--- src/hdl/hsv_pkg.sv ---
// ----------------------------------------------------------------------------
// hsv_pkg
// Widths, fixed-point constants and shared types of the HSV to RGB converter.
// ----------------------------------------------------------------------------
package hsv_pkg;

    localparam int LEVEL_FRAC_BITS = 8;
    localparam int HUE_FRAC_BITS   = 4;

    localparam int HUE_W   = 13;
    localparam int LEVEL_W = 9;

    localparam int LEVEL_ONE  = 1 << LEVEL_FRAC_BITS;
    localparam int HUE_SECTOR = 60 << HUE_FRAC_BITS;
    localparam int HUE_FULL   = 360 << HUE_FRAC_BITS;
    localparam int NUM_SECTORS = 6;

    // Ramp fraction f lies in 0..HUE_SECTOR.
    localparam int F_W    = $clog2(HUE_SECTOR + 1);
    localparam int PROD_W = 2 * LEVEL_W;
    localparam int NUM_W  = PROD_W + F_W;

    // The divisor LEVEL_ONE * HUE_SECTOR is 2^(frac bits + 2) times 15.
    // The power of two is taken off by a shift, the factor of 15 by a reciprocal.
    localparam int DEN         = LEVEL_ONE * HUE_SECTOR;
    localparam int HALF_DEN    = DEN / 2;
    localparam int DEN_SHIFT   = LEVEL_FRAC_BITS + HUE_FRAC_BITS + 2;
    localparam int T_W         = 12;
    localparam int RECIP       = 2185;
    localparam int RECIP_SHIFT = 15;
    localparam int Q_W         = T_W + 12;

    localparam int S_TDATA_W = ((HUE_W + 2 * LEVEL_W + 7) / 8) * 8;
    localparam int M_TDATA_W = ((3 * LEVEL_W + 7) / 8) * 8;

    localparam int HSV_FIFO_DEPTH = 4;

    typedef logic [2:0] sector_t;

    localparam sector_t SECTOR_RED_YELLOW    = 3'd0;
    localparam sector_t SECTOR_YELLOW_GREEN  = 3'd1;
    localparam sector_t SECTOR_GREEN_CYAN    = 3'd2;
    localparam sector_t SECTOR_CYAN_BLUE     = 3'd3;
    localparam sector_t SECTOR_BLUE_MAGENTA  = 3'd4;
    localparam sector_t SECTOR_MAGENTA_RED   = 3'd5;
    localparam sector_t SECTOR_GRAY          = 3'd6;

    // One classified colour as it waits between front and back.
    typedef struct packed {
        logic                 out_of_range;
        sector_t              sector;
        logic [F_W-1:0]       ramp;
        logic [PROD_W-1:0]    prod;
        logic [LEVEL_W-1:0]   brightness;
    } item_t;

endpackage

--- src/hdl/hsv_front.sv ---
// ----------------------------------------------------------------------------
// hsv_front
// Accepts colours, checks ranges, finds the hue sector and ramp, forms v*s.
// ----------------------------------------------------------------------------
module hsv_front
    import hsv_pkg::*;
(
    input  logic               clk,
    input  logic               rst_n,
    input  logic               in_valid,
    output logic               in_ready,
    input  logic [HUE_W-1:0]   hue,
    input  logic [LEVEL_W-1:0] saturation,
    input  logic [LEVEL_W-1:0] brightness,
    output logic               item_valid,
    output item_t              item,
    input  logic               queue_full
);

    logic                  valid_reg;
    logic                  valid_next;
    item_t                 item_reg;
    item_t                 item_c;
    logic [NUM_SECTORS:1]  above;
    sector_t               sector_c;
    logic [HUE_W-1:0]      base_c;
    logic [HUE_W-1:0]      offset_c;
    logic                  push;
    logic                  accept;

    always_comb
    begin
        for (int k = 1; k <= NUM_SECTORS; k++)
        begin
            above[k] = (hue >= HUE_W'(k * HUE_SECTOR));
        end
        sector_c = '0;
        for (int k = 1; k <= NUM_SECTORS; k++)
        begin
            sector_c = sector_c + sector_t'(above[k]);
        end
        base_c   = HUE_W'(sector_c * HUE_W'(HUE_SECTOR));
        offset_c = hue - base_c;

        item_c.out_of_range = (hue > HUE_W'(HUE_FULL)) || (saturation > LEVEL_W'(LEVEL_ONE))
                              || (brightness > LEVEL_W'(LEVEL_ONE));
        item_c.sector       = sector_c;
        // Odd sectors ramp down, even sectors ramp up.
        item_c.ramp         = sector_c[0] ? F_W'(HUE_W'(HUE_SECTOR) - offset_c)
                                          : F_W'(offset_c);
        item_c.prod         = PROD_W'(brightness) * PROD_W'(saturation);
        item_c.brightness   = brightness;
    end

    assign push     = valid_reg && !queue_full;
    assign in_ready = !valid_reg || !queue_full;
    assign accept   = in_valid && in_ready;

    always_comb
    begin
        valid_next = valid_reg;
        if (accept)
        begin
            valid_next = 1'b1;
        end
        else if (push)
        begin
            valid_next = 1'b0;
        end
    end

    always_ff @(posedge clk or negedge rst_n)
    begin
        if (!rst_n)
        begin
            valid_reg <= 1'b0;
        end
        else
        begin
            valid_reg <= valid_next;
        end
    end

    always_ff @(posedge clk)
    begin
        if (accept)
        begin
            item_reg <= item_c;
        end
    end

    assign item_valid = valid_reg;
    assign item       = item_reg;

endmodule

--- src/hdl/hsv_fifo.sv ---
// ----------------------------------------------------------------------------
// hsv_fifo
// Short queue of classified colours between the front and the back.
// ----------------------------------------------------------------------------
module hsv_fifo
    import hsv_pkg::*;
#(
    parameter int DEPTH = HSV_FIFO_DEPTH
)
(
    input  logic  clk,
    input  logic  rst_n,
    input  logic  push,
    input  item_t push_item,
    output logic  full,
    input  logic  pop,
    output logic  not_empty,
    output item_t pop_item
);

    localparam int PTR_W = $clog2(DEPTH);
    localparam int CNT_W = $clog2(DEPTH + 1);

    item_t              mem [DEPTH];
    logic [PTR_W-1:0]   wr_ptr_reg;
    logic [PTR_W-1:0]   wr_ptr_next;
    logic [PTR_W-1:0]   rd_ptr_reg;
    logic [PTR_W-1:0]   rd_ptr_next;
    logic [CNT_W-1:0]   count_reg;
    logic [CNT_W-1:0]   count_next;
    logic               do_push;
    logic               do_pop;

    assign full      = (count_reg == CNT_W'(DEPTH));
    assign not_empty = (count_reg != '0);
    assign do_push   = push && !full;
    assign do_pop    = pop && not_empty;
    assign pop_item  = mem[rd_ptr_reg];

    always_comb
    begin
        wr_ptr_next = wr_ptr_reg;
        rd_ptr_next = rd_ptr_reg;
        count_next  = count_reg;
        if (do_push)
        begin
            wr_ptr_next = (wr_ptr_reg == PTR_W'(DEPTH - 1)) ? '0 : wr_ptr_reg + 1'b1;
        end
        if (do_pop)
        begin
            rd_ptr_next = (rd_ptr_reg == PTR_W'(DEPTH - 1)) ? '0 : rd_ptr_reg + 1'b1;
        end
        if (do_push && !do_pop)
        begin
            count_next = count_reg + 1'b1;
        end
        else if (do_pop && !do_push)
        begin
            count_next = count_reg - 1'b1;
        end
    end

    always_ff @(posedge clk or negedge rst_n)
    begin
        if (!rst_n)
        begin
            wr_ptr_reg <= '0;
            rd_ptr_reg <= '0;
            count_reg  <= '0;
        end
        else
        begin
            wr_ptr_reg <= wr_ptr_next;
            rd_ptr_reg <= rd_ptr_next;
            count_reg  <= count_next;
        end
    end

    always_ff @(posedge clk)
    begin
        if (do_push)
        begin
            mem[wr_ptr_reg] <= push_item;
        end
    end

endmodule

--- src/hdl/hsv_back.sv ---
// ----------------------------------------------------------------------------
// hsv_back
// Three-stage pipeline: chroma and ramp product, reciprocal divide, component
// selection into the output register.
// ----------------------------------------------------------------------------
module hsv_back
    import hsv_pkg::*;
(
    input  logic               clk,
    input  logic               rst_n,
    input  logic               item_valid,
    input  item_t              item,
    output logic               item_pop,
    output logic               out_valid,
    input  logic               out_ready,
    output logic [LEVEL_W-1:0] red,
    output logic [LEVEL_W-1:0] green,
    output logic [LEVEL_W-1:0] blue,
    output logic               out_of_range
);

    // Stage one registers
    logic               s1_valid_reg;
    logic               s1_oor_reg;
    sector_t            s1_sector_reg;
    logic [LEVEL_W-1:0] s1_v_reg;
    logic [LEVEL_W-1:0] s1_m_reg;
    logic [T_W-1:0]     s1_t_reg;
    // Stage two registers
    logic               s2_valid_reg;
    logic               s2_oor_reg;
    sector_t            s2_sector_reg;
    logic [LEVEL_W-1:0] s2_v_reg;
    logic [LEVEL_W-1:0] s2_m_reg;
    logic [Q_W-1:0]     s2_q_reg;
    // Output registers
    logic               out_valid_reg;
    logic               out_oor_reg;
    logic [LEVEL_W-1:0] red_reg;
    logic [LEVEL_W-1:0] green_reg;
    logic [LEVEL_W-1:0] blue_reg;

    logic               out_load;
    logic               s2_load;
    logic               s1_load;
    logic [PROD_W-1:0]  c_sum;
    logic [LEVEL_W-1:0] chroma;
    logic [NUM_W-1:0]   num;
    logic [LEVEL_W-1:0] x_c;
    logic [LEVEL_W:0]   xm_wide;
    logic [LEVEL_W-1:0] xm_c;
    logic [LEVEL_W-1:0] red_c;
    logic [LEVEL_W-1:0] green_c;
    logic [LEVEL_W-1:0] blue_c;

    assign out_load = !out_valid_reg || out_ready;
    assign s2_load  = !s2_valid_reg || out_load;
    assign s1_load  = !s1_valid_reg || s2_load;
    assign item_pop = s1_load && item_valid;

    // Stage one: chroma with rounding, offset m, and the ramp product with the
    // power-of-two part of the divisor removed.
    always_comb
    begin
        c_sum  = item.prod + PROD_W'(LEVEL_ONE / 2);
        chroma = c_sum[LEVEL_FRAC_BITS +: LEVEL_W];
        num    = NUM_W'(item.prod) * NUM_W'(item.ramp) + NUM_W'(HALF_DEN);
    end

    // Stage three: finish the divide by 15 by shifting the reciprocal product, then place the components.
    always_comb
    begin
        x_c     = s2_q_reg[RECIP_SHIFT +: LEVEL_W];
        xm_wide = {1'b0, x_c} + {1'b0, s2_m_reg};
        xm_c    = xm_wide[LEVEL_W-1:0];
        red_c   = s2_m_reg;
        green_c = s2_m_reg;
        blue_c  = s2_m_reg;
        unique case (s2_sector_reg)
            SECTOR_RED_YELLOW:
            begin
                red_c   = s2_v_reg;
                green_c = xm_c;
            end
            SECTOR_YELLOW_GREEN:
            begin
                red_c   = xm_c;
                green_c = s2_v_reg;
            end
            SECTOR_GREEN_CYAN:
            begin
                green_c = s2_v_reg;
                blue_c  = xm_c;
            end
            SECTOR_CYAN_BLUE:
            begin
                green_c = xm_c;
                blue_c  = s2_v_reg;
            end
            SECTOR_BLUE_MAGENTA:
            begin
                red_c   = xm_c;
                blue_c  = s2_v_reg;
            end
            SECTOR_MAGENTA_RED:
            begin
                red_c   = s2_v_reg;
                blue_c  = xm_c;
            end
            default:
            begin
                red_c   = s2_m_reg;
            end
        endcase
        if (s2_oor_reg)
        begin
            red_c   = '0;
            green_c = '0;
            blue_c  = '0;
        end
    end

    always_ff @(posedge clk or negedge rst_n)
    begin
        if (!rst_n)
        begin
            s1_valid_reg  <= 1'b0;
            s2_valid_reg  <= 1'b0;
            out_valid_reg <= 1'b0;
        end
        else
        begin
            if (s1_load)
            begin
                s1_valid_reg <= item_valid;
            end
            if (s2_load)
            begin
                s2_valid_reg <= s1_valid_reg;
            end
            if (out_load)
            begin
                out_valid_reg <= s2_valid_reg;
            end
        end
    end

    always_ff @(posedge clk)
    begin
        if (s1_load)
        begin
            s1_oor_reg    <= item.out_of_range;
            s1_sector_reg <= item.sector;
            s1_v_reg      <= item.brightness;
            s1_m_reg      <= item.brightness - chroma;
            s1_t_reg      <= num[DEN_SHIFT +: T_W];
        end
        if (s2_load)
        begin
            s2_oor_reg    <= s1_oor_reg;
            s2_sector_reg <= s1_sector_reg;
            s2_v_reg      <= s1_v_reg;
            s2_m_reg      <= s1_m_reg;
            s2_q_reg      <= Q_W'(s1_t_reg) * Q_W'(RECIP);
        end
        if (out_load)
        begin
            out_oor_reg <= s2_oor_reg;
            red_reg     <= red_c;
            green_reg   <= green_c;
            blue_reg    <= blue_c;
        end
    end

    assign out_valid    = out_valid_reg;
    assign out_of_range = out_oor_reg;
    assign red          = red_reg;
    assign green        = green_reg;
    assign blue         = blue_reg;

endmodule

--- src/hdl/hsv_to_rgb_converter_top.sv ---
// ----------------------------------------------------------------------------
// hsv_to_rgb_converter_top
// Converts fixed-point HSV colours to RGB, one colour per clock while results are taken.
// ----------------------------------------------------------------------------
// The slave stream carries one colour per transaction: hue in 1/16 degree,
// saturation and value with 256 meaning 1.0. The master stream returns one
// transaction per colour with red, green and blue on tdata and the
// out-of-range flag on tuser; out-of-range inputs come back black.
// A hue of exactly 360 degrees gives a grey at the offset level.
// A result passes through the front register, one queue slot and the three
// back stages (chroma and ramp product, divide by reciprocal, component
// selection into the output register) before it can first be taken.
// Throughput is one colour per cycle while m_tready stays high; every stage is
// fully pipelined and the three multipliers sit in separate stages.
// When the master side stalls, the back stages fill, then the queue, then
// the front register, and only then is s_tready dropped.
// Reset empties the queue and all pipeline stages; no results are held.
// ----------------------------------------------------------------------------
module hsv_to_rgb_converter_top
    import hsv_pkg::*;
#(
    parameter int FIFO_DEPTH = HSV_FIFO_DEPTH
)
(
    input  logic                 clk,
    input  logic                 rst_n,
    input  logic                 s_tvalid,
    output logic                 s_tready,
    // hue [12:0], saturation [21:13], brightness [30:22], zero above
    input  logic [S_TDATA_W-1:0] s_tdata,
    output logic                 m_tvalid,
    input  logic                 m_tready,
    // red [8:0], green [17:9], blue [26:18], zero above
    output logic [M_TDATA_W-1:0] m_tdata,
    // out_of_range [0]
    output logic                 m_tuser
);

    logic               front_valid;
    item_t              front_item;
    logic               queue_full;
    logic               queue_not_empty;
    item_t              queue_item;
    logic               queue_pop;
    logic [LEVEL_W-1:0] red;
    logic [LEVEL_W-1:0] green;
    logic [LEVEL_W-1:0] blue;

    hsv_front u_front
    (
        .clk        (clk),
        .rst_n      (rst_n),
        .in_valid   (s_tvalid),
        .in_ready   (s_tready),
        .hue        (s_tdata[HUE_W-1:0]),
        .saturation (s_tdata[HUE_W +: LEVEL_W]),
        .brightness (s_tdata[HUE_W + LEVEL_W +: LEVEL_W]),
        .item_valid (front_valid),
        .item       (front_item),
        .queue_full (queue_full)
    );

    hsv_fifo #(
        .DEPTH (FIFO_DEPTH)
    ) u_fifo
    (
        .clk       (clk),
        .rst_n     (rst_n),
        .push      (front_valid),
        .push_item (front_item),
        .full      (queue_full),
        .pop       (queue_pop),
        .not_empty (queue_not_empty),
        .pop_item  (queue_item)
    );

    hsv_back u_back
    (
        .clk          (clk),
        .rst_n        (rst_n),
        .item_valid   (queue_not_empty),
        .item         (queue_item),
        .item_pop     (queue_pop),
        .out_valid    (m_tvalid),
        .out_ready    (m_tready),
        .red          (red),
        .green        (green),
        .blue         (blue),
        .out_of_range (m_tuser)
    );

    assign m_tdata = M_TDATA_W'({blue, green, red});

endmodule

--- config.mk ---
export PLATFORM = sky130hd
export DESIGN_NAME = hsv_to_rgb_converter_top
export DESIGN_NICKNAME = d
export VERILOG_FILES = /design/src/hdl/hsv_pkg.sv /design/src/hdl/hsv_front.sv /design/src/hdl/hsv_fifo.sv /design/src/hdl/hsv_back.sv /design/src/hdl/hsv_to_rgb_converter_top.sv
export SDC_FILE = /design/constraint.sdc
export NUM_CORES = 1
export LEC_CHECK = 0
export BUFFER_PORTS_ARGS = -buffer_cell sky130_fd_sc_hd__buf_4
export CAP_MARGIN = 20
export CORE_MARGIN = 8
export CORE_UTILIZATION = 40
export DETAILED_ROUTE_END_ITERATION = 10
export GPL_TIMING_DRIVEN = 0
export REMOVE_ABC_BUFFERS = 1
export SKIP_LAST_GASP = 1
export SLEW_MARGIN = 5
export SYNTH_ARGS = -nofsm -noshare
export SYNTH_HDL_FRONTEND = slang
export SYNTH_SLANG_ARGS = --single-unit
--- constraint.sdc ---
create_clock -name clk -period 13.6 [get_ports clk]
set_input_delay 0.68 -clock clk [delete_from_list [all_inputs] [get_ports clk]]
set_output_delay 0.68 -clock clk [all_outputs]
set_load 0.03 [all_outputs]
After elaboration in Yosys (flattened, before gate mapping)
Memory sizes are Yosys's and may differ from the RTL's.
Cells that the tools add are included.
W data, S select, Z words.
Operators by class
  $add $sub $neg: 15
  $mul: 4
  $lt $le $gt $ge: 9
  equality and inequality tests: 8
  multiplexer cells: 12
  reductions and logical operators: 29
Operator list (number)
  $pmux W9 S2: 3
  $add A26 B17 Y26 const B: 1
  $ge A13 B12 Y1 const B: 2
  $ge A13 B13 Y1 const B: 2
  $mul A18 B10 Y26: 1
  $mul A12 B12 Y24 const B: 1
  $gt A9 B9 Y1 const B: 2
  $mul A9 B9 Y18: 1
  $add A17 B8 Y17 const B: 1
  $ge A13 B10 Y1 const B: 1
  $ge A13 B11 Y1 const B: 1
  $gt A13 B13 Y1 const B: 1
  $add A3 B1 Y3: 4
  $reduce_or A2 Y1: 6
  $mux W10: 1
  $sub A10 B10 Y10: 1
  $sub A10 B10 Y10 const A: 1
  $add A9 B9 Y9: 1
  $eq A3 B3 Y1 const B: 3
  $sub A9 B9 Y9: 1
  $logic_not A1 Y1: 7
  $eq A3 B2 Y1 const B: 2
  $logic_and A1 B1 Y1: 6
  $logic_or A1 B1 Y1: 6
  13 further kinds: 21
Word-level totals
  register bits: 160
  memory bits (writable): 164
  input bits: 36
  output and inout port bits: 35
  word-level logic and storage cells: 104
  memories kept: 1
Memories
  u_fifo.mem: words 4, width 41, rd ports 1, clocked after Yosys merged registers in 0, wr ports 1, line hsv_fifo.sv:24  | item_t mem [DEPTH];

Logic depth before layout (Yosys ltp)
  depth in word-level cells: 10
  depth in mapped cells: 27
  mapped depth without buffers: 22

Modules after synthesis
Synthesis repeated with hierarchy kept, for this count alone.
Unflattened totals
  cells, all modules: 1818
  area, all modules: 22150.0 um^2
Modules (own cells, without submodules)
  hsv_back: instances 1, cells an instance 1100, area an instance 11099.4 um^2, seq. area each 2867.8 um^2
  hsv_fifo: instances 1, cells an instance 252, area an instance 6429.9 um^2, seq. area each 5099.9 um^2
  hsv_front: instances 1, cells an instance 460, area an instance 4579.4 um^2, seq. area each 1256.2 um^2
  hsv_to_rgb_converter_top: instances 1, cells an instance 6, area an instance 41.3 um^2, seq. area each 0.0 um^2

Worst setup path after synthesis
Ideal clock, no wire load.
  kind: flip-flop to flip-flop
  start point: register u_fifo.rd_ptr_reg[0]
  end point: register u_back.s1_t_reg[11], data pin
  library setup time: 0.260 ns
  arrival time: 6.784 ns
  required time: 13.340 ns
  slack: 6.556 ns
  stages on the path, launching flop included: 24
  buffers on the path: 4
  period minus slack after synthesis: 7.044 ns
  cell sequence: dfrtp_1 buf_6 buf_2 buf_2 buf_2 mux4_2 and2_1 fa_1 fa_1 fa_1 fa_1 inv_1 fa_1 inv_1 ha_1 a21oi_1 a21boi_0 or3_1 o211a_4 a221oi_4 o21ai_2 nor4_1 nor3_1 xnor2_1
On the way
  word-level cells in the longest chain between the ends: 3
RTL lines
  start: declaration: line hsv_fifo.sv:27  | logic [PTR_W-1:0] rd_ptr_reg;
  start signal: assignment: line hsv_fifo.sv:74  | rd_ptr_reg <= rd_ptr_next;
  $mem_v2 Z4 W41
  $mul A18 B10 Y26: line hsv_back.sv:67  | num = NUM_W'(item.prod) * NUM_W'(item.ramp) + NUM_W'(HALF_DEN);
  $add A26 B17 Y26: line hsv_back.sv:67
  via u_back.num[25]: line hsv_back.sv:48  | logic [NUM_W-1:0] num;
  end signal: assignment: line hsv_back.sv:156  | s1_t_reg <= num[DEN_SHIFT +: T_W];
  end: declaration: line hsv_back.sv:28  | logic [T_W-1:0] s1_t_reg;
The timed path passes the listed nets, and every way through them passes these cells.
A chain may end at the register's enable or synchronous reset.

Worst setup path after layout
Ends and elaborated chain as after synthesis.

==> impl_metrics.ini <==
[status]
run_status = complete, no violations

[global_route]
globalRouteOverflowTotal = 0
grt_pass1_wl_mm = 69.8
vias_in_the_first_global_route = 13700
grt_util_all_layers_pct = 13.5
grt_max_degree = 42
antenna_found_initial = 0

[synth]
postSynthRegisterBits = 309
synth_sequential_area_ratio_pct = 42.4
synth_edf_count = 298
yosysMostFrequentCell = sky130_fd_sc_hd__edfxtp_1
yosys.area.top_type_share_pct = 41.1
post_synth_inst_count = 1791
synth.lib_cells_used.distinct = 60
yosys_warnings = 0
predominant_post_synthesis_flop_cell = sky130_fd_sc_hd__edfxtp_1
async_sr_flop_fraction_pct = 3.56
largest_area_contributor_in_the_netlist = sky130_fd_sc_hd__edfxtp_1
post_synth_instance_area_sq_um = 21800
syn-mean-instance-area_sq_um = 12.2
synth.top_cells.by_count = sky130_fd_sc_hd__edfxtp_1, sky130_fd_sc_hd__inv_1, sky130_fd_sc_hd__nand2_1, sky130_fd_sc_hd__ha_1, sky130_fd_sc_hd__fa_1
yosys-top-cells-area = sky130_fd_sc_hd__edfxtp_1, sky130_fd_sc_hd__fa_1, sky130_fd_sc_hd__ha_1, sky130_fd_sc_hd__inv_1, sky130_fd_sc_hd__mux4_2

[worst_setup_path]
cp.arrival_ps = 7370
critPathSlowestCell = sky130_fd_sc_hd__mux4_1
path_class = reg -> reg
r2r_cells = 21
reg2reg_from = u_fifo.rd_ptr_reg[0]$_DFFE_PN0P_
cp.required_ps = 13930
max_stage_delay_ps = 920
path_cells = buf_16 > mux4_1 > nand2_1 > fa_1 > fa_1 > inv_1 > fa_1 > fa_1 > inv_1 > fa_1 > inv_1 > ha_1 > a21oi_1 > a21boi_0 > or3_1 > o211a_4 > a221oi_4 > o21ai_2 > nor4_1 > nor3_1 > xnor2_1
timing.critical_path.from_type = flop
r2r-end = u_back.s1_t_reg[11]$_DFFE_PN_
maximum_fanout_along_the_worst_path = 41
rrSetupSlack_ps = 6560
setup.worst_path.end_class = flop
critical_path.most_common_cell = sky130_fd_sc_hd__fa_1

[detailed_routing]
dr.first_iter.drc_count = 665
avgRoutedWirePerCell_um = 16.7
ant_nets = 0
num_vias = 13000
finalWirelength_mm = 42.5
drt_drc_violations_left = 0
drt-vias-per-instance = 5.09
firstDrtPassIters = 5

[clock_network]
quantity_of_hold_fixing_buffers_added_after_cts = 1
h-tree-depth = 1
cts_tree = yes
cts_setup_buffers = 0
cts_made_buffers = 31
cts.repair.resized = 0
max-clock-path-buffers = 3
cts_sinks = 309
worst_setup_hold_path_clk_slew_ps = 60
clk_latency_ps = 590
clock_tree.root_cell = sky130_fd_sc_hd__clkbuf_16

[sta]
fmax_mhz = 142
rsz_0062_raised_after_global_routing = false
actual_slew_at_the_worst_max_slew_pin_ps = 1040
timing.max_slew.rel_slack_pct = 30.9
final.setup_skew_ps = 16.0
timing.final.setup_violations = 0
totalNegativeSetupSlack_ps = 0
final_max_slew_viol_count = 0
report.final.hold_viol_count = 0
post-route-period-util_pct = 51.8
finalCriticalPeriod_ps = 7040

[hold_path]
worst_hold_path.endpoint = u_front.item_valid$_DFFE_PN0P_
holdCritStartpoint = s_tvalid
min_path_cells = 2
hp-class = in -> reg

[layout]
post_route_cells_drive_above_1_share_pct = 9.71
diodes = 0
flow.area_growth_from_synthesis_pct = 10.5
num-nets-final = 2251
final_core_utilization_pct = 44.7
largest_register_ffs = 164

[die]
effective_utilization_at_floorplan_pct = 40.5
fp-row-count = 85
die_width_um = 249
die_height_um = 249
floorplan.core_area_sq_um = 53800
fp.dieArea_sq_um = 62100
io_pins = 71

[run]
drv_cap = 0

[place]
placement.io_buffers = 64
place_hpwl_mm = 32.1
gp_congestion = 0.846
==> worst max-delay path by stage <==
stage	end	from	cells after the start	slack, ps
2_1_floorplan	u_back.s1_t_reg[11]$_DFFE_PN_	u_fifo.rd_ptr_reg[0]$_DFFE_PN0P_	20	6020
3_3_place_gp	u_back.s1_t_reg[11]$_DFFE_PN_	u_fifo.rd_ptr_reg[0]$_DFFE_PN0P_	20	4710
3_5_place_dp	u_back.s1_t_reg[11]$_DFFE_PN_	u_fifo.rd_ptr_reg[0]$_DFFE_PN0P_	21	6540
4_1_cts	u_back.s1_t_reg[11]$_DFFE_PN_	u_fifo.rd_ptr_reg[0]$_DFFE_PN0P_	21	6520
5_1_grt	u_back.s1_t_reg[11]$_DFFE_PN_	u_fifo.rd_ptr_reg[0]$_DFFE_PN0P_	21	6270
6_report	u_back.s1_t_reg[11]$_DFFE_PN_	u_fifo.rd_ptr_reg[0]$_DFFE_PN0P_	21	6560
==> worst max-delay path: cells and delay by family, from the launching register on <==
family | cells | cell delay, ps
and+or+nand+nor | 4 | 920
buffers and inverters | 4 | 450
muxes | 1 | 920
DFF | 1 | 490
AOI/OAI and AO/OA | 5 | 1000
xor gates and xnor gates | 1 | 130
adders and majority gates | 6 | 2830
==> cell usage in the layout (no fill, tap or decap), types with 9 or more instances in the layout <==
master                        n
sky130_fd_sc_hd__a21o_1      19
sky130_fd_sc_hd__mux4_2      40
sky130_fd_sc_hd__a21oi_1     52
sky130_fd_sc_hd__and2_1      87
sky130_fd_sc_hd__nor3_1      12
sky130_fd_sc_hd__buf_4       65
sky130_fd_sc_hd__xnor2_1     55
sky130_fd_sc_hd__edfxtp_1   298
sky130_fd_sc_hd__nor2_1      74
sky130_fd_sc_hd__o22ai_1     22
sky130_fd_sc_hd__inv_1      276
sky130_fd_sc_hd__o21ai_0     21
sky130_fd_sc_hd__nand2_1    202
sky130_fd_sc_hd__clkbuf_16   31
sky130_fd_sc_hd__xor2_1      21
sky130_fd_sc_hd__dfrtp_1      9
sky130_fd_sc_hd__fa_1       190
sky130_fd_sc_hd__nand3_1     15
sky130_fd_sc_hd__ha_1       194
==> logic make-up after synthesis <==
kind of cell,Yosys count,synth area share (%)
AO/OA/AOI/OAI,176,5.41
XOR/XNOR,76,3.06
adder cells (fa/ha/maj),384,28.6
buffers and inverters,347,6.15
flip-flops,309,42.4
multiplexers,54,4.90
other,1,0.0172
AND/OR/NAND/NOR,444,9.47
==> layer usage <==
layer | GRT usage (%) | routed length (um) | share of wire [%] | vias up
met5 | 0 | 0 | 0 | -
met4 | 3.23 | 779 | 1.8 | 0
met3 | 1.76 | 1650 | 3.9 | 48
met2 | 24.0 | 21300 | 50 | 268
met1 | 17.3 | 18800 | 44 | 6526
li1 | - | - | - | 6130
==> stage by stage <==
| stage | instance area, sq um | cells | setup WS, ps | hold WS [ps] |
|---|---|---|---|---|
| detailed placement | 23000 | 2493 | 6540 | 405 |
| CTS | 24100 | 2550 | 6520 | 266 |
| global placement | 22800 | 2484 | 4710 | 404 |
| finish | 24100 | 2550 | 6560 | 293 |
| global route | 24100 | 2550 | 6270 | 287 |
| floorplan | 21500 | 1724 | 6020 | 384 |
==> final cells by class <==
class	count	area, sq um
Inverter	276	1040
Clock buffer	36	795
Sequential cell	309	9230
Clock inverter	20	214
Multi-Input combinational cell	1139	11200
Fill cell	4884	29800
Tap cell	696	871
Timing Repair Buffer	74	673
Power is not shown: default switching activity piles up to over one toggle a cycle in this logic, so the estimate is an artifact.
